## config.mk

```make
export PLATFORM = sky130hd
export DESIGN_NAME = shrc_fifo
export DESIGN_NICKNAME = d
export VERILOG_FILES = /design/src/sv/shrc_fifo.sv
export SDC_FILE = /design/constraint.sdc
export NUM_CORES = 1
export LEC_CHECK = 0
export CORE_MARGIN = 1.5
export CORE_UTILIZATION = 55
export DETAILED_ROUTE_END_ITERATION = 12
export DONT_BUFFER_PORTS = 1
export PLACE_DENSITY = 0.75
export REMOVE_ABC_BUFFERS = 1
export SLEW_MARGIN = 30
export SYNTH_ARGS = -nofsm -noshare
export SYNTH_HDL_FRONTEND = slang
export SYNTH_SLANG_ARGS = --single-unit
```

## constraint.sdc

```tcl
create_clock -name clk -period 3.6 [get_ports clk]
set_input_delay 0.36 -clock clk [delete_from_list [all_inputs] [get_ports clk]]
set_output_delay 0.36 -clock clk [all_outputs]
set_load 0.02 [all_outputs]
```

## src/sv/shrc_fifo.sv

```systemverilog
// ============================================================================
// shrc_fifo
// Result queue between the update pipeline and the output channel.
// ============================================================================
`default_nettype none

module shrc_fifo #(
  parameter int unsigned WIDTH = 76,
  parameter int unsigned DEPTH = 16
) (
  input  wire               clk,
  input  wire               rst,
  input  wire               push,
  input  wire [WIDTH-1:0]   din,
  input  wire               pop,
  output logic [WIDTH-1:0]  dout,
  output logic              empty
);

  localparam int unsigned PW = $clog2(DEPTH);

  logic [WIDTH-1:0] slots [DEPTH];
  logic [PW-1:0]    wptr;
  logic [PW-1:0]    rptr;
  logic [PW:0]      count;

  always_ff @(posedge clk) begin
    if (rst) begin
      wptr  <= '0;
      rptr  <= '0;
      count <= '0;
    end else begin
      if (push) begin
        wptr <= wptr + 1'b1;
      end
      if (pop) begin
        rptr <= rptr + 1'b1;
      end
      count <= count + (PW+1)'(push) - (PW+1)'(pop);
    end
    if (push) begin
      slots[wptr] <= din;
    end
  end

  assign dout  = slots[rptr];
  assign empty = (count == '0);

endmodule

`default_nettype wire

```

==> results of run 1 <==
[logic make-up (layout without fill, tap and decap cells)]
family	after synthesis	after routing
DFF	1233	1233
muxes	306	306
AOI/OAI and AO/OA	157	157
and+or+nand+nor	121	121
buffers and inverters	111	364
adders and majority gates	12	12
xor gates and xnor gates	9	9
other	0	3
[final cells by class]
cell class,count,area (um2)
tap,1080,1350
inverter,8,30.0
antenna,3,7.51
sequential,1233,36900
clock inverter,80,813
multi-input combinational,605,8870
fill,5325,30800
timing repair buffer,134,1590
clock buffer,142,3130
[worst paths after layout]
kind | startpoint | to | slack [ns] | cells past startpoint
max reg2reg | wptr[2] | slots[2][28] | 1.29 | 3
min | pop | count[0] | 0.17 | 4
max | register | dout[64] | 0.34 | 5
min reg2reg | rptr[3] | rptr[3] | 0.56 | 2
[power by group through the flow]
stage | registers (W) | logic [W] | clock network (W)
floorplan | 0.0166 | 0.00186 | 0
CTS | 0.0161 | 0.00219 | 0.0126
global route | 0.0161 | 0.00233 | 0.0132
global placement | 0.0163 | 0.00191 | 0
detailed placement | 0.0164 | 0.00194 | 0
finish | 0.0161 | 0.00215 | 0.0125
[sequential cells by signal, indices dropped and copies added, names as in the netlist, named ones only]
name   cells
rptr       4
wptr       4
slots   1216
count      5
[cells in the final DEF, fill, tap and decap left out, types with 15 or more instances in the layout]
| cell type | n |
|---|---|
| edfxtp_1 | 1216 |
| mux4_2 | 304 |
| a22oi_1 | 152 |
| clkbuf_16 | 120 |
| nand2_1 | 79 |
| dlygate4sd3_1 | 79 |
| buf_12 | 31 |
| clkinv_1 | 26 |
| buf_4 | 24 |
| clkinv_2 | 22 |
| clkbuf_1 | 18 |
| and2_4 | 17 |
| dfxtp_1 | 15 |
[per-layer routing]
layer / vias to the layer above / part of all wire (%) / wire length [um] / global-route usage [%]
met5: - / 0.047 / 48 / 0
met4: 8 / 1.8 / 1850 / 6.00
met3: 143 / 8.3 / 8550 / 4.99
met2: 916 / 49 / 50500 / 39.0
met1: 11500 / 41 / 41600 / 34.9
li1: 8689 / - / - / -
[worst max-delay path, cell delays in order, from the launching register on]
cell	delay (ns)
dfxtp_4	0.59
buf_12	0.24
buf_4	0.34
mux4_2	0.55
a22oi_1	0.26
nand2_1	0.22
[metrics by stage]
stage | total power (W) | TNS (ns) | cell area, um2
2_1_floorplan | 0.0184 | -792.59 | 45700
3_3_place_gp | 0.0183 | 0 | 47900
3_5_place_dp | 0.0183 | 0 | 47900
4_1_cts | 0.0309 | 0 | 52600
5_1_grt | 0.0316 | 0 | 52700
6_report | 0.0307 | 0 | 52700
[what timing repair did]
item | 4_1_cts | 5_1_grt
buffers inserted | 0 | 0
hold endpoints to repair | 1233 | 0
hold buffers | 79 | 0
==> metrics.yaml, run 1 <==
logic_synthesis:
  yosys.area_share.adder_pct: 0.341
  netlist.top_cell.by_area: "edfxtp_1"
  syn_inst: 1949
  synthTopCellsByCount: "1216 x edfxtp_1, 304 x mux4_2, 152 x a22oi_1"
  synth.most_common_cell: "edfxtp_1"
  async_flop_share_pct: 0
  syn_area_um2: 46200
  synth_top_family_by_area: "multiplexers"
  seq_area_frac_synth_pct: 79.7
  synthTopCellsByArea: "edfxtp_1 79%, mux4_2 15%, a22oi_1 2.5%, dfxtp_1 0.74%, nand2_1 0.64%"
  yosys.area.top_type_share_pct: 79.0
  synth_compound_area_share_pct: 2.53
  syn_area_per_cell_um2: 23.7
  synth_edf_count: 1216
  synth_xor_area_share_pct: 0.170
  synth-seq-cells: 1233
  ys_warn_count: 0
  yosys.area_share.simple_pct: 1.15
  synth_ff_type: "edfxtp_1"
  ys_types: 28
  synthMuxAreaShare_pct: 14.8
die:
  fp.dieH_um: 293
  die_w_um: 293
  initial_core_util_pct: 55.4
  die-area_um2: 85800
  pin_count: 157
  row_count: 106
  core_area_um2: 83400
timing:
  hold_violations: 0
  worst_hold_slack_ns: 0.171
  rsz0062_at_grt: "false"
  min_period_over_period_pct: 90.6
  maxSlewHeadroom_pct: 43.1
  fin_ws_ns: 0.339
  maxSlewViolCount: 0
  finClkSkew_ns: 0.0242
  max_freq_mhz: 307
  worstMarginPinSlew_ns: 0.854
  final.min_clock_period_ns: 3.26
  setup_viol: 0
job:
  maxCapViolations: 0
routing:
  drc_errors: 0
  ant_nets: 0
  first_pass_iters: 7
  drt_wl_total_um: 103000
  via_count: 21200
  viasPerCell: 6.47
  wl_per_cell_um: 31.2
  drtIter0Drc: 2615
layout:
  final_nets: 2193
  syn_to_final_growth_pct: 13.9
  final_cells: 3285
  drive_gt1_share_pct: 25.4
  utilization_pct: 63.1
worst_hold_path:
  hold_path_class: "input pin to register"
critical_path:
  cp-end-kind: "primary output"
  crit_fanout: 18
  crit_type: "register to primary output"
  start_kind: "register"
  crit_required_ns: 3.24
  critical_path_arrival_ns: 2.90
grt:
  grt_max_degree: 103
  grt_overflow: 0
  grt_pass1_vias: 22300
  grt_pass1_wl_um: 150000
  grt_antenna_before_repair: 7
  grt.total_usage_pct: 24.4
place:
  post-place-cells: 2981
  place_congestion: 0.714
  pre_cts_ws_ns: 0.968
  dp_hpwl_um: 50300
  port_buffers: 0
pwr:
  ir_drop_mv: 0.517
  p_comb_share_pct: 7.0
  p_per_area_nw_per_um2: 582
  internal_power_w: 0.0241
  power_switching_w: 0.00658
  switching_share_pct: 21.4
  p_leak_nw: 16.3
  pwr-share-seq_pct: 52.4
  power_frac_clock_pct: 40.6
run_status:
  status: "complete, no violations"
clock_tree:
  clk_latency_ns: 0.69
  htreeDepth: 3
  clock-sinks: 1233
  cts_made_buffers: 119
  cts_resized: 0
  clockRootBuffer: "clkbuf_16"
  clk_pin_slew_ns: 0.06
  cts_buffer_depth: 3
  cts_tree: "done"
Note: power is estimated with default switching activity, not from simulation.
==> run 2: changes to the inputs <==
--- a/config.mk
+++ b/config.mk
@@ -6,10 +6,11 @@
 export NUM_CORES = 1
 export LEC_CHECK = 0
 export CORE_MARGIN = 1.5
-export CORE_UTILIZATION = 55
+export CORE_UTILIZATION = 60
 export DETAILED_ROUTE_END_ITERATION = 12
 export DONT_BUFFER_PORTS = 1
-export PLACE_DENSITY = 0.75
+export GPL_TIMING_DRIVEN = 0
+export PLACE_DENSITY = 0.81
 export REMOVE_ABC_BUFFERS = 1
 export SLEW_MARGIN = 30
 export SYNTH_ARGS = -nofsm -noshare
==> run 2 against run 1 <==
  * Die area fell by 8.3%
  * Highest routed layer unchanged
  * First-iteration DRC count up 14%
  * Via count up 6.3%
  * Critical endpoint is now dout[16]
  * Worst hold slack gained 0.0089 ns
==> metrics.yaml, run 2 (synthesis results as in run 1) <==
run_status:
  status: "complete, no violations"
grt:
  grt.total_usage_pct: 28.8
  grt_overflow: 0
  grt_max_degree: 48
  grt_pass1_vias: 23600
  grt_antenna_before_repair: 8
  grt_pass1_wl_um: 160000
job:
  maxCapViolations: 0
timing:
  maxSlewViolCount: 0
  final.min_clock_period_ns: 3.40
  finClkSkew_ns: 0.0233
  setup_viol: 0
  worstMarginPinSlew_ns: 0.991
  maxSlewHeadroom_pct: 33.0
  fin_ws_ns: 0.197
  min_period_over_period_pct: 94.5
  max_freq_mhz: 294
  hold_violations: 0
  rsz0062_at_grt: "false"
routing:
  viasPerCell: 6.95
  drtIter0Drc: 2982
  ant_nets: 0
  first_pass_iters: 5
  wl_per_cell_um: 34.3
  drt_wl_total_um: 111000
  drc_errors: 0
  via_count: 22600
layout:
  reg_top3: "slots: 1216 flops, count: 5 flops"
  mostFrequentLayoutCells: "1216 x edfxtp_1, 304 x mux4_2, 152 x a22oi_1"
  final_nets: 2212
  fill_cells: 4195
  syn_to_final_growth_pct: 15.5
  utilization_pct: 70.2
  drive_gt1_share_pct: 25.9
  largest_register: "slots"
  largest_reg_flops: 1216
  layout_commonest_cell: "edfxtp_1"
  final_cells: 3251
critical_path:
  crit_fanout: 28
  start_kind: "register"
  critical_path_arrival_ns: 3.04
  crit_type: "register to primary output"
  crit_required_ns: 3.24
  cp-end-kind: "primary output"
place:
  port_buffers: 0
  pre_cts_ws_ns: 0.256
  dp_hpwl_um: 57700
  post-place-cells: 2951
  place_congestion: 0.707
die:
  die-area_um2: 78700
  pin_count: 157
  fp.dieH_um: 281
  core_area_um2: 76100
  row_count: 101
  initial_core_util_pct: 60.8
  die_w_um: 281
worst_hold_path:
  hold_path_class: "input pin to register"
clock_tree:
  clk_pin_slew_ns: 0.06
  clock-sinks: 1233
  htreeDepth: 3
  cts_resized: 0
  clockRootBuffer: "clkbuf_16"
  clk_latency_ns: 0.68
  cts_buffer_depth: 3
  cts_tree: "done"
  cts_made_buffers: 114
pwr:
  p_per_area_nw_per_um2: 570
  p_leak_nw: 16.6
  finalPower_w: 0.0304
  ir_drop_mv: 0.384
==> run 2: metrics by stage <==
stage	hold slack, ns	TNS [ns]	instance area [um2]
after floorplan	0.429	-792.59	45700
after global placement	0.434	-3088.02	47000
after detailed placement	0.430	0	48800
after CTS	0.156	0	53400
after global routing	0.226	0	53400
final	0.180	0	53400
==> run 2: worst max-delay path: stages, from the launching register on <==
cell and delay (ns):
dfxtp_4 0.36, buf_12 0.23, buf_16 0.28, buf_16 0.22, buf_12 0.24, mux4_2 0.53, a22oi_1 0.23, nand2_1 0.20
==> run 2: report_power, final <==
part	total (W)	switching, W	internal, W
logic	0.00230	0.00131	0.000988
clock network	0.0121	0.00522	0.00685
registers	0.0161	0.0000922	0.0160
==> run 2: metal layers <==
metal,global-route usage [%],up-vias,part of all wire (%)
li1,-,8710,-
met1,39.2,11900,36
met2,46.3,1675,50
met3,6.46,302,10
met4,11.0,8,3.6
met5,0,-,0.047
==> run 2: final timing paths <==
check,slack (ns),from,endpoint,depth (start not counted)
max reg2reg,1.21,wptr[2],slots[2][66],3
min,0.18,pop,count[0],4
max,0.20,register,dout[16],7
min reg2reg,0.56,rptr[3],rptr[3],2
==> run 2: final cells by class <==
class                   count  area [um2]  area share, %
diodes                      5        12.5         0.0234
clock buffers             142        3040           5.69
clock inverters            70         689           1.29
inverters                   8        30.0         0.0562
multi-input cells         605        8870           16.6
flip-flops and latches   1233       36900           69.0
well taps                1030        1290           2.41
repair buffers            158        2620           4.91
==> run 2: what timing repair did <==
item / in CTS / in global routing
endpoints found under the setup margin: 20 / 8
setup buffers: 2 / 0
hold buffers: 80 / 0
endpoints found under the hold margin: 1233 / 0
gates cloned: 0 / 1
==> run 3: changes to the inputs <==
--- a/config.mk
+++ b/config.mk
@@ -5,12 +5,15 @@
 export SDC_FILE = /design/constraint.sdc
 export NUM_CORES = 1
 export LEC_CHECK = 0
+export CELL_PAD_IN_SITES_DETAIL_PLACEMENT = 0
+export CELL_PAD_IN_SITES_GLOBAL_PLACEMENT = 1
 export CORE_MARGIN = 1.5
-export CORE_UTILIZATION = 60
+export CORE_UTILIZATION = 56
 export DETAILED_ROUTE_END_ITERATION = 12
 export DONT_BUFFER_PORTS = 1
 export GPL_TIMING_DRIVEN = 0
-export PLACE_DENSITY = 0.81
+export MAX_ROUTING_LAYER = met4
+export PLACE_DENSITY = 0.83
 export REMOVE_ABC_BUFFERS = 1
 export SLEW_MARGIN = 30
 export SYNTH_ARGS = -nofsm -noshare
==> run 3 against run 2 <==
  * Via count is 5.0% lower
  * Maximum frequency is 0.71% higher
  * Critical path type unchanged
  * Final area is 0.14% lower
  * Sequential share of layout area is 0.099 points higher
  * Worst hold slack worse by 0.17 ns
  * Final cell count is 1.4% higher
  * Flip-flop and latch count stayed put
  * Worst setup slack better by 0.024 ns
  * Largest power group unchanged
  * Clock skew is 0.0078 ns lower
  * Critical endpoint is now dout[4]
  * Clock-buffer cell count is 7 lower
  * Critical path depth is 1 lower
  * Routed wire length is 7.0% lower
==> metrics.yaml, run 3 (synthesis results as in run 1) <==
timing:
  maxSlewHeadroom_pct: 52.8
  rsz0062_at_grt: "false"
  hold_violations: 0
  max_freq_mhz: 296
  setup_tns_ns: 0
  final.min_clock_period_ns: 3.38
  setup_viol: 0
  min_period_over_period_pct: 93.9
  worstMarginPinSlew_ns: 0.707
  finClkSkew_ns: 0.0155
  maxSlewViolCount: 0
layout:
  stdcell_area_um2: 53300
  reg_top3: "slots: 1216 flops, count: 5 flops"
  layout_commonest_cell: "edfxtp_1"
  mostFrequentLayoutCells: "1216 x edfxtp_1, 304 x mux4_2, 152 x a22oi_1"
  largest_register: "slots"
  fill_cells: 5022
  multi_input_area_um2: 8870
  drive_gt1_share_pct: 25.7
  ff_latch_area_um2: 36900
  final_nets: 2218
  final_cells: 3296
  largest_reg_flops: 1216
  syn_to_final_growth_pct: 15.3
pwr:
  ir_drop_mv: 0.394
  finalPower_w: 0.0299
  p_leak_nw: 16.5
  p_per_area_nw_per_um2: 560
job:
  maxCapViolations: 0
critical_path:
  crit_required_ns: 3.24
  start_kind: "register"
  crit_family: "buffers and inverters"
  critPathSlowestCell: "dfxtp_4"
  crit_path_frequent_cell: "buf_16"
  path_cells: "buf_16 > buf_16 > buf_16 > mux4_2 > a22oi_1 > nand2_1"
  cp_slowest_stage_delay_ns: 0.56
  crit_fanout: 45
  cp-end-kind: "primary output"
  crit_type: "register to primary output"
  crit_buf_inv: 3
  critical_path_arrival_ns: 3.02
clock_tree:
  clk_latency_ns: 0.68
  cts_resized: 0
  cts_buffer_depth: 3
  clockRootBuffer: "clkbuf_16"
  cts_made_buffers: 115
  clock-sinks: 1233
  clk_pin_slew_ns: 0.06
  htreeDepth: 3
  cts_tree: "done"
die:
  die_w_um: 290
  die-area_um2: 84300
  row_count: 105
  core_area_um2: 81800
  pin_count: 157
  initial_core_util_pct: 56.5
  fp.dieH_um: 290
worst_hold_path:
  hold_path_class: "input pin to register"
routing:
  viasPerCell: 6.51
  drc_errors: 0
  wl_per_cell_um: 31.4
  via_count: 21400
  ant_nets: 0
  drtIter0Drc: 2533
  drt_wl_total_um: 104000
  first_pass_iters: 5
grt:
  grt_antenna_before_repair: 6
  grt_overflow: 0
  grt_pass1_wl_um: 151000
  grt_max_degree: 46
  grt.total_usage_pct: 25.6
  grt_pass1_vias: 22600
place:
  post-place-cells: 2993
  dpl-instance-area_um2: 48900
  place_congestion: 0.678
  dp_hpwl_um: 58200
  port_buffers: 0
run_status:
  status: "complete, no violations"
run 3: final cells by class:
cell class              instances  area share (%)
repair buffers                163            4.95
well taps                    1070            2.51
clock inverters                71            1.11
inverters                       8          0.0563
diodes                         11          0.0516
flip-flops and latches       1233            69.1
clock buffers                 135            5.58
multi-input cells             605            16.6
run 3: where the power goes:
group	internal [W]	total [W]	switching [W]
Clock	0.00646	0.0115	0.00506
Combinational	0.00100	0.00229	0.00128
Sequential	0.0160	0.0161	0.0000752
Total	0.0234	0.0299	0.00642
run 3: worst paths after layout:
check                           slack (ns)  depth (start not counted)      from           end
worst max-delay path                  0.22                          6  register       dout[4]
worst min-delay path                  0.01                          3       pop      register
worst max register to register        1.19                          5   wptr[2]  slots[0][67]
worst min register to register        0.56                          2   rptr[1]      register
run 3: worst reg2reg max path, stage by stage, from the launching register on:
cell and delay, ns:
dfxtp_1 0.37, nor3b_1 0.51, and2_4 0.39, buf_12 0.27
buf_12 0.25, buf_12 0.27
run 3: stage by stage:
step                      util (%)  hold WS, ns  setup slack, ns
after CTS                     65.1       0.0200           0.0454
after detailed placement      59.7        0.434            0.559
after floorplan                  -        0.429           -10.43
final                         65.2       0.0130            0.221
after global placement        57.5        0.432           -15.98
after global routing          65.1       0.0403            0.110
run 3: layer usage:
layer / up-vias / global-route usage [%] / wire (um) / share of wire, %
met2: 1038 / 41.1 / 52700 / 51
li1: 8728 / - / - / -
met5: - / - / 0 / 0
met4: 0 / 7.28 / 2360 / 2.3
met3: 173 / 4.73 / 8730 / 8.4
met1: 11500 / 34.2 / 39700 / 38
run 3: timing repair:
| action | in CTS | in global routing |
|---|---|---|
| buffers inserted | 5 | 1 |
| setup endpoints to repair | 19 | 2 |
| endpoints found under the hold margin | 1233 | 0 |
| hold buffers | 80 | 0 |
